**src/hw/rtl/mrfp_pkg.sv**
```systemverilog
// types, codes and reset values for the motor reply frame parser
package mrfp_pkg;

  // function codes of reply frames
  localparam logic [7:0] FN_SPEED        = 8'h35;
  localparam logic [7:0] FN_POSITION     = 8'h36;
  localparam logic [7:0] FN_POS_ERROR    = 8'h37;
  localparam logic [7:0] FN_STATUS       = 8'h3A;
  localparam logic [7:0] FN_REPLY_0A     = 8'h0A;
  localparam logic [7:0] FN_REPLY_0E     = 8'h0E;
  localparam logic [7:0] FN_REPLY_F3     = 8'hF3;
  localparam logic [7:0] FN_REPLY_F6     = 8'hF6;
  localparam logic [7:0] FN_REPLY_FD     = 8'hFD;
  localparam logic [7:0] FN_REPLY_FE     = 8'hFE;

  // sign byte value that marks a negative quantity
  localparam logic [7:0] SIGN_NEGATIVE   = 8'h01;

  // frame lengths in bytes
  localparam logic [3:0] LEN_NONE        = 4'd0;
  localparam logic [3:0] LEN_SHORT       = 4'd4;
  localparam logic [3:0] LEN_SPEED       = 4'd6;
  localparam logic [3:0] LEN_LONG        = 4'd8;

  // configuration register indexes
  localparam logic [2:0] REG_DEVICE_ADDRESS    = 3'd0;
  localparam logic [2:0] REG_REVERSE_SIGN      = 3'd1;
  localparam logic [2:0] REG_CHECK_BYTE        = 3'd2;
  localparam logic [2:0] REG_CODE_ACCEPTED     = 3'd3;
  localparam logic [2:0] REG_CODE_COMPLETED    = 3'd4;
  localparam logic [2:0] REG_CODE_PARAM_ERROR  = 3'd5;
  localparam logic [2:0] REG_CODE_FORMAT_ERROR = 3'd6;

  // configuration reset values
  localparam logic [7:0] RST_DEVICE_ADDRESS    = 8'd1;
  localparam logic [7:0] RST_CHECK_BYTE        = 8'd107;
  localparam logic [7:0] RST_CODE_ACCEPTED     = 8'd2;
  localparam logic [7:0] RST_CODE_COMPLETED    = 8'd159;
  localparam logic [7:0] RST_CODE_PARAM_ERROR  = 8'd226;
  localparam logic [7:0] RST_CODE_FORMAT_ERROR = 8'd238;

  typedef logic [7:0] byte_t;

  // frame length set by the function byte, zero for unknown codes
  function automatic logic [3:0] length_for(input byte_t fn);
    logic [3:0] len;
    unique case (fn) inside
      FN_SPEED:                  len = LEN_SPEED;
      FN_POSITION, FN_POS_ERROR: len = LEN_LONG;
      FN_REPLY_0A, FN_REPLY_0E, FN_STATUS, FN_REPLY_F3,
      FN_REPLY_F6, FN_REPLY_FD, FN_REPLY_FE: len = LEN_SHORT;
      default:                   len = LEN_NONE;
    endcase
    return len;
  endfunction

endpackage

```
**src/hw/rtl/motor_reply_frame_parser.sv**
```systemverilog
// Reply frame parser for a serial stepper drive. One received byte is taken per
// transfer and gives exactly one result in the next cycle. A new byte can be taken in
// every cycle, also in the cycle in which the previous result is taken, since the
// result register frees as it is taken. While a result is held off by out_stall the
// input is stalled. The whole hunt, collect, check and decode step for a byte is a
// single pass of logic between the frame state registers and the result register.
// frame_end and frame_ok flag the byte that closes a frame. The decoded values and
// the wrapping frame counters always show the latest state, in raw drive units
// (0.1 rpm, 0.1 degree, 0.01 degree).
module motor_reply_frame_parser (
  input  logic               clk,
  input  logic               rst,
  input  logic               cfg_write,
  input  logic [2:0]         cfg_index,
  input  logic [7:0]         cfg_data,
  input  logic               in_valid,
  output logic               in_stall,
  input  logic [7:0]         rx_byte,
  output logic               out_valid,
  input  logic               out_stall,
  output logic               frame_end,
  output logic               frame_ok,
  output logic [7:0]         function_code,
  output logic [7:0]         response_code,
  output logic signed [16:0] speed_value,
  output logic signed [32:0] position_value,
  output logic signed [32:0] position_error_value,
  output logic [7:0]         drive_status,
  output logic [31:0]        valid_count,
  output logic [31:0]        invalid_count
);

  // configuration
  mrfp_pkg::byte_t device_address;
  logic            reverse_sign;
  mrfp_pkg::byte_t check_byte;
  mrfp_pkg::byte_t code_accepted;
  mrfp_pkg::byte_t code_completed;
  mrfp_pkg::byte_t code_param_error;
  mrfp_pkg::byte_t code_format_error;

  // frame state
  logic [2:0]      byte_index, byte_index_next;
  logic [3:0]      frame_length, frame_length_next;
  mrfp_pkg::byte_t frame_store [8];
  logic            store_write;

  // decoded state
  mrfp_pkg::byte_t func_reg, func_reg_next;
  mrfp_pkg::byte_t resp_reg, resp_reg_next;
  logic [16:0]     speed_reg, speed_reg_next;
  logic [32:0]     position_reg, position_reg_next;
  logic [32:0]     position_error_reg, position_error_reg_next;
  mrfp_pkg::byte_t status_reg, status_reg_next;
  logic [31:0]     good_frames, good_frames_next;
  logic [31:0]     bad_frames, bad_frames_next;

  logic            end_next, ok_next;
  logic            accept;
  logic            negative;
  logic [16:0]     speed_mag;
  logic [32:0]     long_mag;
  mrfp_pkg::byte_t fn;
  logic [3:0]      len_found;

  assign in_stall = out_valid && out_stall;
  assign accept   = in_valid && !in_stall;

  assign fn        = frame_store[1];
  assign negative  = (frame_store[2] == mrfp_pkg::SIGN_NEGATIVE) ^ reverse_sign;
  assign speed_mag = {1'b0, frame_store[3], frame_store[4]};
  assign long_mag  = {1'b0, frame_store[3], frame_store[4], frame_store[5], frame_store[6]};
  assign len_found = mrfp_pkg::length_for(rx_byte);

  always_comb begin
    byte_index_next         = byte_index;
    frame_length_next       = frame_length;
    store_write             = 1'b0;
    func_reg_next           = func_reg;
    resp_reg_next           = resp_reg;
    speed_reg_next          = speed_reg;
    position_reg_next       = position_reg;
    position_error_reg_next = position_error_reg;
    status_reg_next         = status_reg;
    good_frames_next        = good_frames;
    bad_frames_next         = bad_frames;
    end_next                = 1'b0;
    ok_next                 = 1'b0;

    if (accept) begin
      if (byte_index == 3'd0) begin
        // hunt for the address byte
        if (rx_byte == device_address) begin
          store_write     = 1'b1;
          byte_index_next = 3'd1;
        end
      end else if (byte_index == 3'd1) begin
        frame_length_next = len_found;
        if (len_found == mrfp_pkg::LEN_NONE) begin
          // unknown function: drop, but an address byte restarts a frame
          byte_index_next = (rx_byte == device_address) ? 3'd1 : 3'd0;
        end else begin
          store_write     = 1'b1;
          byte_index_next = 3'd2;
        end
      end else begin
        store_write     = 1'b1;
        byte_index_next = byte_index + 3'd1;
        if (({1'b0, byte_index} + 4'd1) == frame_length) begin
          // incoming byte is the last one of the frame
          byte_index_next   = 3'd0;
          frame_length_next = mrfp_pkg::LEN_NONE;
          end_next          = 1'b1;
          if (frame_store[0] != device_address || rx_byte != check_byte) begin
            bad_frames_next = bad_frames + 32'd1;
          end else begin
            func_reg_next = fn;
            ok_next       = 1'b1;
            case (fn)
              mrfp_pkg::FN_SPEED:
                speed_reg_next = negative ? -speed_mag : speed_mag;
              mrfp_pkg::FN_POSITION:
                position_reg_next = negative ? -long_mag : long_mag;
              mrfp_pkg::FN_POS_ERROR:
                position_error_reg_next = negative ? -long_mag : long_mag;
              mrfp_pkg::FN_STATUS:
                status_reg_next = frame_store[2];
              default: begin
                // generic short reply carries a response code
                resp_reg_next = frame_store[2];
                if (frame_store[2] != code_accepted && frame_store[2] != code_completed &&
                    frame_store[2] != code_param_error &&
                    frame_store[2] != code_format_error) begin
                  ok_next = 1'b0;
                end
              end
            endcase
            if (ok_next) begin
              good_frames_next = good_frames + 32'd1;
            end else begin
              bad_frames_next = bad_frames + 32'd1;
            end
          end
        end
      end
    end
  end

  always_ff @(posedge clk) begin
    if (rst) begin
      device_address    <= mrfp_pkg::RST_DEVICE_ADDRESS;
      reverse_sign      <= 1'b0;
      check_byte        <= mrfp_pkg::RST_CHECK_BYTE;
      code_accepted     <= mrfp_pkg::RST_CODE_ACCEPTED;
      code_completed    <= mrfp_pkg::RST_CODE_COMPLETED;
      code_param_error  <= mrfp_pkg::RST_CODE_PARAM_ERROR;
      code_format_error <= mrfp_pkg::RST_CODE_FORMAT_ERROR;
    end else if (cfg_write) begin
      unique case (cfg_index)
        mrfp_pkg::REG_DEVICE_ADDRESS:    device_address    <= cfg_data;
        mrfp_pkg::REG_REVERSE_SIGN:      reverse_sign      <= cfg_data[0];
        mrfp_pkg::REG_CHECK_BYTE:        check_byte        <= cfg_data;
        mrfp_pkg::REG_CODE_ACCEPTED:     code_accepted     <= cfg_data;
        mrfp_pkg::REG_CODE_COMPLETED:    code_completed    <= cfg_data;
        mrfp_pkg::REG_CODE_PARAM_ERROR:  code_param_error  <= cfg_data;
        mrfp_pkg::REG_CODE_FORMAT_ERROR: code_format_error <= cfg_data;
        default: ;
      endcase
    end
  end

  always_ff @(posedge clk) begin
    if (store_write) begin
      frame_store[byte_index] <= rx_byte;
    end
  end

  always_ff @(posedge clk) begin
    if (rst) begin
      byte_index         <= 3'd0;
      frame_length       <= mrfp_pkg::LEN_NONE;
      func_reg           <= '0;
      resp_reg           <= '0;
      speed_reg          <= '0;
      position_reg       <= '0;
      position_error_reg <= '0;
      status_reg         <= '0;
      good_frames        <= '0;
      bad_frames         <= '0;
      out_valid          <= 1'b0;
      frame_end          <= 1'b0;
      frame_ok           <= 1'b0;
    end else begin
      byte_index         <= byte_index_next;
      frame_length       <= frame_length_next;
      func_reg           <= func_reg_next;
      resp_reg           <= resp_reg_next;
      speed_reg          <= speed_reg_next;
      position_reg       <= position_reg_next;
      position_error_reg <= position_error_reg_next;
      status_reg         <= status_reg_next;
      good_frames        <= good_frames_next;
      bad_frames         <= bad_frames_next;
      if (accept) begin
        out_valid <= 1'b1;
        frame_end <= end_next;
        frame_ok  <= ok_next;
      end else if (!out_stall) begin
        out_valid <= 1'b0;
      end
    end
  end

  // decoded state only moves when a new result is loaded, so it doubles as payload
  assign function_code        = func_reg;
  assign response_code        = resp_reg;
  assign speed_value          = $signed(speed_reg);
  assign position_value       = $signed(position_reg);
  assign position_error_value = $signed(position_error_reg);
  assign drive_status         = status_reg;
  assign valid_count          = good_frames;
  assign invalid_count        = bad_frames;

endmodule
```
**config.mk**
```make
export PLATFORM = sky130hd
export DESIGN_NAME = motor_reply_frame_parser
export DESIGN_NICKNAME = d
export VERILOG_FILES = /design/src/hw/rtl/mrfp_pkg.sv /design/src/hw/rtl/motor_reply_frame_parser.sv
export SDC_FILE = /design/constraint.sdc
export NUM_CORES = 1
export LEC_CHECK = 0
export ABC_AREA = 1
export BUFFER_PORTS_ARGS = -buffer_cell sky130_fd_sc_hd__buf_4
export CAP_MARGIN = 10
export CORE_ASPECT_RATIO = 1.1
export CORE_MARGIN = 2
export CORE_UTILIZATION = 52
export DETAILED_ROUTE_END_ITERATION = 10
export PLACE_DENSITY = 0.75
export SLEW_MARGIN = 20
export SYNTH_ARGS = -nofsm -noshare
export SYNTH_HDL_FRONTEND = slang
export SYNTH_SLANG_ARGS = --single-unit
```
**constraint.sdc**
```tcl
create_clock -name clk -period 2.1 [get_ports clk]
set_input_delay 0.525 -clock clk [delete_from_list [all_inputs] [get_ports clk]]
set_output_delay 0.525 -clock clk [all_outputs]
set_load 0.01 [all_outputs]
```
Word-level counts from Yosys, hierarchy flattened. Memories as Yosys holds them, arrays and structs flattened. Index checks and enable logic that the tools add are counted.

Multiplexer cells: 36. Reductions and logical operators: 31. Equality and inequality tests: 33. $add $sub $neg: 6. Bitwise operators: 5.

Operators by type and width (count): $add A32 B1 Y32 const B (2); $eq A8 B6 Y1 const B (8); $mux W32 (2); $ne A8 B8 Y1 (6); $reduce_and A6 Y1 (6); $mux W33 (1); $neg A32 Y33 (1); $eq A8 B8 Y1 const B (4); $mux W1 (24); $mux W17 (1); $neg A16 Y17 (1); $eq A8 B4 Y1 const B (2); $reduce_and A2 Y1 (8); $mux W3 (4); $pmux W4 S3 (1); $reduce_and A5 Y1 (2); $eq A3 B3 Y1 const B (3); $eq A8 B1 Y1 const B (1); $eq A8 B8 Y1 (1); $mux W4 (2); $reduce_or A7 Y1 (1); $eq A3 B1 Y1 const B (2); $eq A3 B2 Y1 const B (2); $logic_not A3 Y1 (2); other kinds (16) (24).

Bits of input ports: 24. Register bits after elaboration: 230. RAM bits: 64. Memories: 1.

Memories: frame_store (words 8, bits a word 8, read ports 7, clocked after Yosys merged registers in 0, wr ports 1, line motor_reply_frame_parser.sv:45) `mrfp_pkg::byte_t frame_store [8];`.

Depth between registers and ports, before layout. An unclocked memory read counts as a cell.

Depth in word-level cells: 16. Depth in mapped cells: 15. Depth with buffers taken out: 13.

Least setup slack after synthesis. OpenSTA, ideal clock, no wires.

Path kind: in2reg. Start point: input port rx_byte[3]. End point: memory frame_store[0][0] in the netlist's numbering, enable pin. Data required time: 1.730 ns. Stages: 9. Setup time: 0.370 ns. Arrival: 1.795 ns. Setup slack: -0.065 ns. Buffers on the path: 1. Path through: buf_2 > xnor2_1 > nand2_1 > nor2_1 > nand2_1 > inv_1 > o21ai_0 > o21bai_1 > nor2_1.

Longest elaborated chain between the ends: 10. Elaborated cells on any way between the ends: 22. Classes of those cells: eq/ne (11); mux (8); reduce/logical (3).

Ends and longest elaborated chain: start, declared (line motor_reply_frame_parser.sv:18) `input logic [7:0] rx_byte,`; $eq A8 B4 Y1 (tied with other cells) (line motor_reply_frame_parser.sv:73) `assign len_found = mrfp_pkg::length_for(rx_byte);`; $reduce_or A7 Y1 / $reduce_or A2 Y1 (equally long branches) (line mrfp_pkg.sv:47) `unique case (fn) inside`; $pmux W4 S3 (line mrfp_pkg.sv:47); $logic_not A4 Y1 (line motor_reply_frame_parser.sv:99) `if (len_found == mrfp_pkg::LEN_NONE) begin`; $mux W1 (line motor_reply_frame_parser.sv:99); $mux W1 (line motor_reply_frame_parser.sv:97) `end else if (byte_index == 3'd1) begin`; $mux W1 (*) (line motor_reply_frame_parser.sv:91) `if (byte_index == 3'd0) begin`; $mux W1 (*) (line motor_reply_frame_parser.sv:90) `if (accept) begin`; $mux W1 (*) (line motor_reply_frame_parser.sv:173) `if (store_write) begin`; $mux W1 (implied by the code) (*) (line motor_reply_frame_parser.sv:174) `frame_store[byte_index] <= rx_byte;`; end, declared (line motor_reply_frame_parser.sv:45).

Every way passes the cells marked *; elsewhere a longest branch is shown, timed or not.

==> summary.md <==
| Metric | Value |
|---|---|
| Status | `finished with violations` |
| Failing checks | `negative setup slack` |
| Synth Area in Simple Gates | `a little under a third` |
| Routed WL | `47,900 µm` |
| Initial antenna violation count | `1` |
| Commonest non-fill, non-tap cell in the layout | `nand2_1` |
| Worst-margin pin slew | `between 600 and 700 ps` |
| Post-Synth Adder-Cell Area | `less than 1%` |
| Clock Power Share | `a little under half` |
| Worst r2r src | `frame_store[2][6]` |
| First-pass GRT wire length | `~66,000 µm` |
| NetSw | `2.52 mW` |
| Total negative setup slack | `-4950 ps` |
| Count of state elements after synthesis | `about 290` |
| FMAX | `446 MHz` |
| CTS root buffer | `clkbuf_16` |
| Die area | `roughly 28,000 µm²` |
| Largest family of logic cells by synthesized area | `simple AND/OR/NAND/NOR gates` |
| XOR/XNOR Fraction of Synth Area | `under 10%` |
| Number of max-cap violations | `0` |
| Design area | `between 20,000 and 25,000 µm²` |
| Hold Path Class | `in -> reg` |
| Sequential area share after synthesis | `~45%` |
| PwrDens | `565 nW/µm²` |
| Critical path launch point type | `flop` |
| Count of input and output buffers | `198` |
| Die span in y | `176 µm` |
| Worst reg2reg path depth | `12` |
| Syn nets | `roughly 2,000` |
| Peak supply drop | `0.000756 V` |
| Starting Density | `a little over half` |
| Net Sw Frac | `approximately 22%` |
| Max Slew Vio Count | `0` |
| Synth-to-layout area growth | `43.8%` |
| Cell variety after synth | `39` |
| Critical R2R Capture | `position_error_value[13]` |
| Largest stage delay on the critical path | `470 ps` |
| Cells after Synth | `around 2,000` |
| Total track usage | `28.4%` |
| Crit path to | `position_error_value[13]` |
| Grt ovf | `0` |
| Gate power share | `roughly 4.4%` |
| DRC violations left | `0` |
| Post-synth EDFFs | `56` |
| CP startpoint | `frame_store[2][6]` |
| Reg clk slew, reported paths | `60 ps` |
| Max FO, Critical Path | `10` |
| Clk buf depth | `3` |
| Worst endpoint required time | `approximately 2600 ps` |
| Slowest CP cell | `edfxtp_1` |
| Crit path DAT | `between 2000 and 3000 ps` |
| Setup Skew | `about 24 ps` |
| Fraction of layout cells with a size suffix above 1 | `31.8%` |
| Core Util, Final | `75.5%` |
| Final period util | `107%` |
| Post-DRT Antenna Nets | `0` |
| Area fraction in compound gates after synthesis | `9.86%` |
| Post-DP Area | `about 17,000 µm²` |
| RSZ-0062 raised after global routing | `yes` |
| Internal cell power | `8.89 mW` |
| DP Wirelength | `30,000 µm` |
| Crit end category | `flop` |
| Post-synth top area share | `32.7%` |
| Final hold vios | `0` |
| Critical path class | `reg -> reg` |
| Wire per inst | `approximately 18 µm` |
| Layout Cells excl Fill | `about 2,700` |
| Iteration-0 DRC Markers | `approximately 1,300` |
| CTS tree | `built` |
| # rows | `63` |
| DR pass1 iterations | `5` |
| Post-synth ARST share | `0%` |
| Crit-path cells | `buf_6, nor3_4, nand2_1, nand2_1, nand2_2, buf_12, buf_4, buf_12, nand2_2, xor2_2, nor2_1, nor2_1` |
| Gpl congestion | `0.942` |
| Yosys warnings | `0` |
| Final setup violation count | `98` |
| Sink Count | `285` |
| Hold_buf cts | `0` |
| Final min period | `2240 ps` |
| Reg2Reg Setup Slack | `-140 ps` |
| Placed cells | `roughly 2,600` |
| Vias | `14,823` |
| Largest net degree at the start of global routing | `81` |
| Power Total | `~11 mW` |
| Clock latency on the worst-skew pair | `about 560 ps` |
| Vias in the first global route | `~13,000` |
| P_leak | `8.66 nW` |
| Syn Area/Cell | `7.20 µm²` |
| Fin Hold WS | `roughly 240 ps` |
| Cell taking the most area after synthesis | `dfxtp_1` |
| Sequential Power Share | `about 49%` |
| Core area | `26,700 µm²` |
| Pre-CTS WS | `-351 ps` |
| Fraction of synthesized area in multiplexers | `0%` |
| Post-DR vias/cell | `~5.5` |
| Commonest non-fill, non-tap cells in the layout | `nand2_1, buf_4, nor2_1` |
| Top FF cell, synth | `dfxtp_1` |
| Worst rel slew slack | `between 50 and 60%` |
| IO Count | `just under 200` |
| Worst Setup Slack, final | `-142 ps` |
| CTS H-tree depth | `1` |
| Area of the mapped netlist | `around 14,000 µm²` |
| Total CTS buffers | `29` |
| Synth area leaders | `dfxtp_1, edfxtp_1, nand2_1` |
| Final Net Count | `approximately 2,400` |
| Die X | `~160 µm` |
## logic make-up (layout without fill, tap and decap cells)
logic type	after synthesis	in the layout
xor gates and xnor gates	112	112
AOI/OAI and AO/OA	267	267
buffers and inverters	253	644
DFF	285	285
and+or+nand+nor	1026	1027
other	0	1
adders and majority gates	7	7
## power groups by stage
stage          Sequential [mW]  Combinational, mW  Clock, mW
2_1_floorplan             5.75              0.228          0
3_3_place_gp              5.75              0.423          0
3_5_place_dp              5.75              0.435          0
4_1_cts                   5.63              0.439       5.29
5_1_grt                   5.63              0.540       5.54
6_report                  5.63              0.498       5.28
## critical path, delay by kind of cell (launching register included)
kind / cells / cell delay, ps
DFF: 1 / 470
and+or+nand+nor: 7 / 800
buffers and inverters: 4 / 620
xor gates and xnor gates: 1 / 300
## state kept, by name (all words and copies together) (netlist names), 3 cells and up
name	count
frame_store	56
position_error_value	33
position_value	33
invalid_count	32
valid_count	32
speed_value	17
check_byte	8
code_accepted	8
code_completed	8
code_format_error	8
code_param_error	8
device_address	8
drive_status	8
function_code	8
response_code	8
byte_index	3
frame_length	3
## cell usage after synthesis (17+ instances only)
library cell,instances
o211ai_1,17
dfxtp_1,229
o21ai_1,23
nand3_1,130
o21ai_0,139
nor2_1,404
buf_2,25
edfxtp_1,56
nand2_1,412
nor3_1,35
inv_1,165
clkbuf_1,36
a21oi_1,86
xor2_1,82
xnor2_1,29
## layout make-up
cell class,count,area (µm²)
Timing Repair inverter,1,8.76
Sequential cell,285,6270
Clock buffer,42,835
Timing Repair Buffer,413,3700
Antenna cell,1,2.50
Fill cell,1861,6540
Clock inverter,9,123
Multi-Input combinational cell,1413,8100
Tap cell,357,447
Inverter,179,701
## how the worst min path moves through the flow
stage,cells past startpoint,start,endpoint
6_report,1,rx_byte[7],frame_store[2][7]
5_1_grt,1,rx_byte[7],frame_store[2][7]
4_1_cts,1,rx_byte[7],frame_store[2][7]
3_5_place_dp,2,code_accepted[2],code_accepted[2]
3_3_place_gp,2,code_completed[6],code_completed[6]
2_1_floorplan,2,code_accepted[2],code_accepted[2]
## per-layer routing
metal | global-route usage [%] | wire length [µm] | vias to the layer above
li1 | - | - | 6989
met1 | 33.9 | 17600 | 6990
met2 | 51.8 | 24700 | 656
met3 | 3.24 | 2830 | 188
met4 | 11.9 | 2750 | 0
met5 | 0 | 0 | -
## repair_timing
| action | CTS | global route |
|---|---|---|
| setup endpoints to repair | 194 | 228 |
| cloned | 1 | 23 |
| setup buffers | 3 | 29 |
| gates resized for setup | 23 | 415 |
| pin swaps | 4 | 120 |
(Power assumes the default switching activity.)
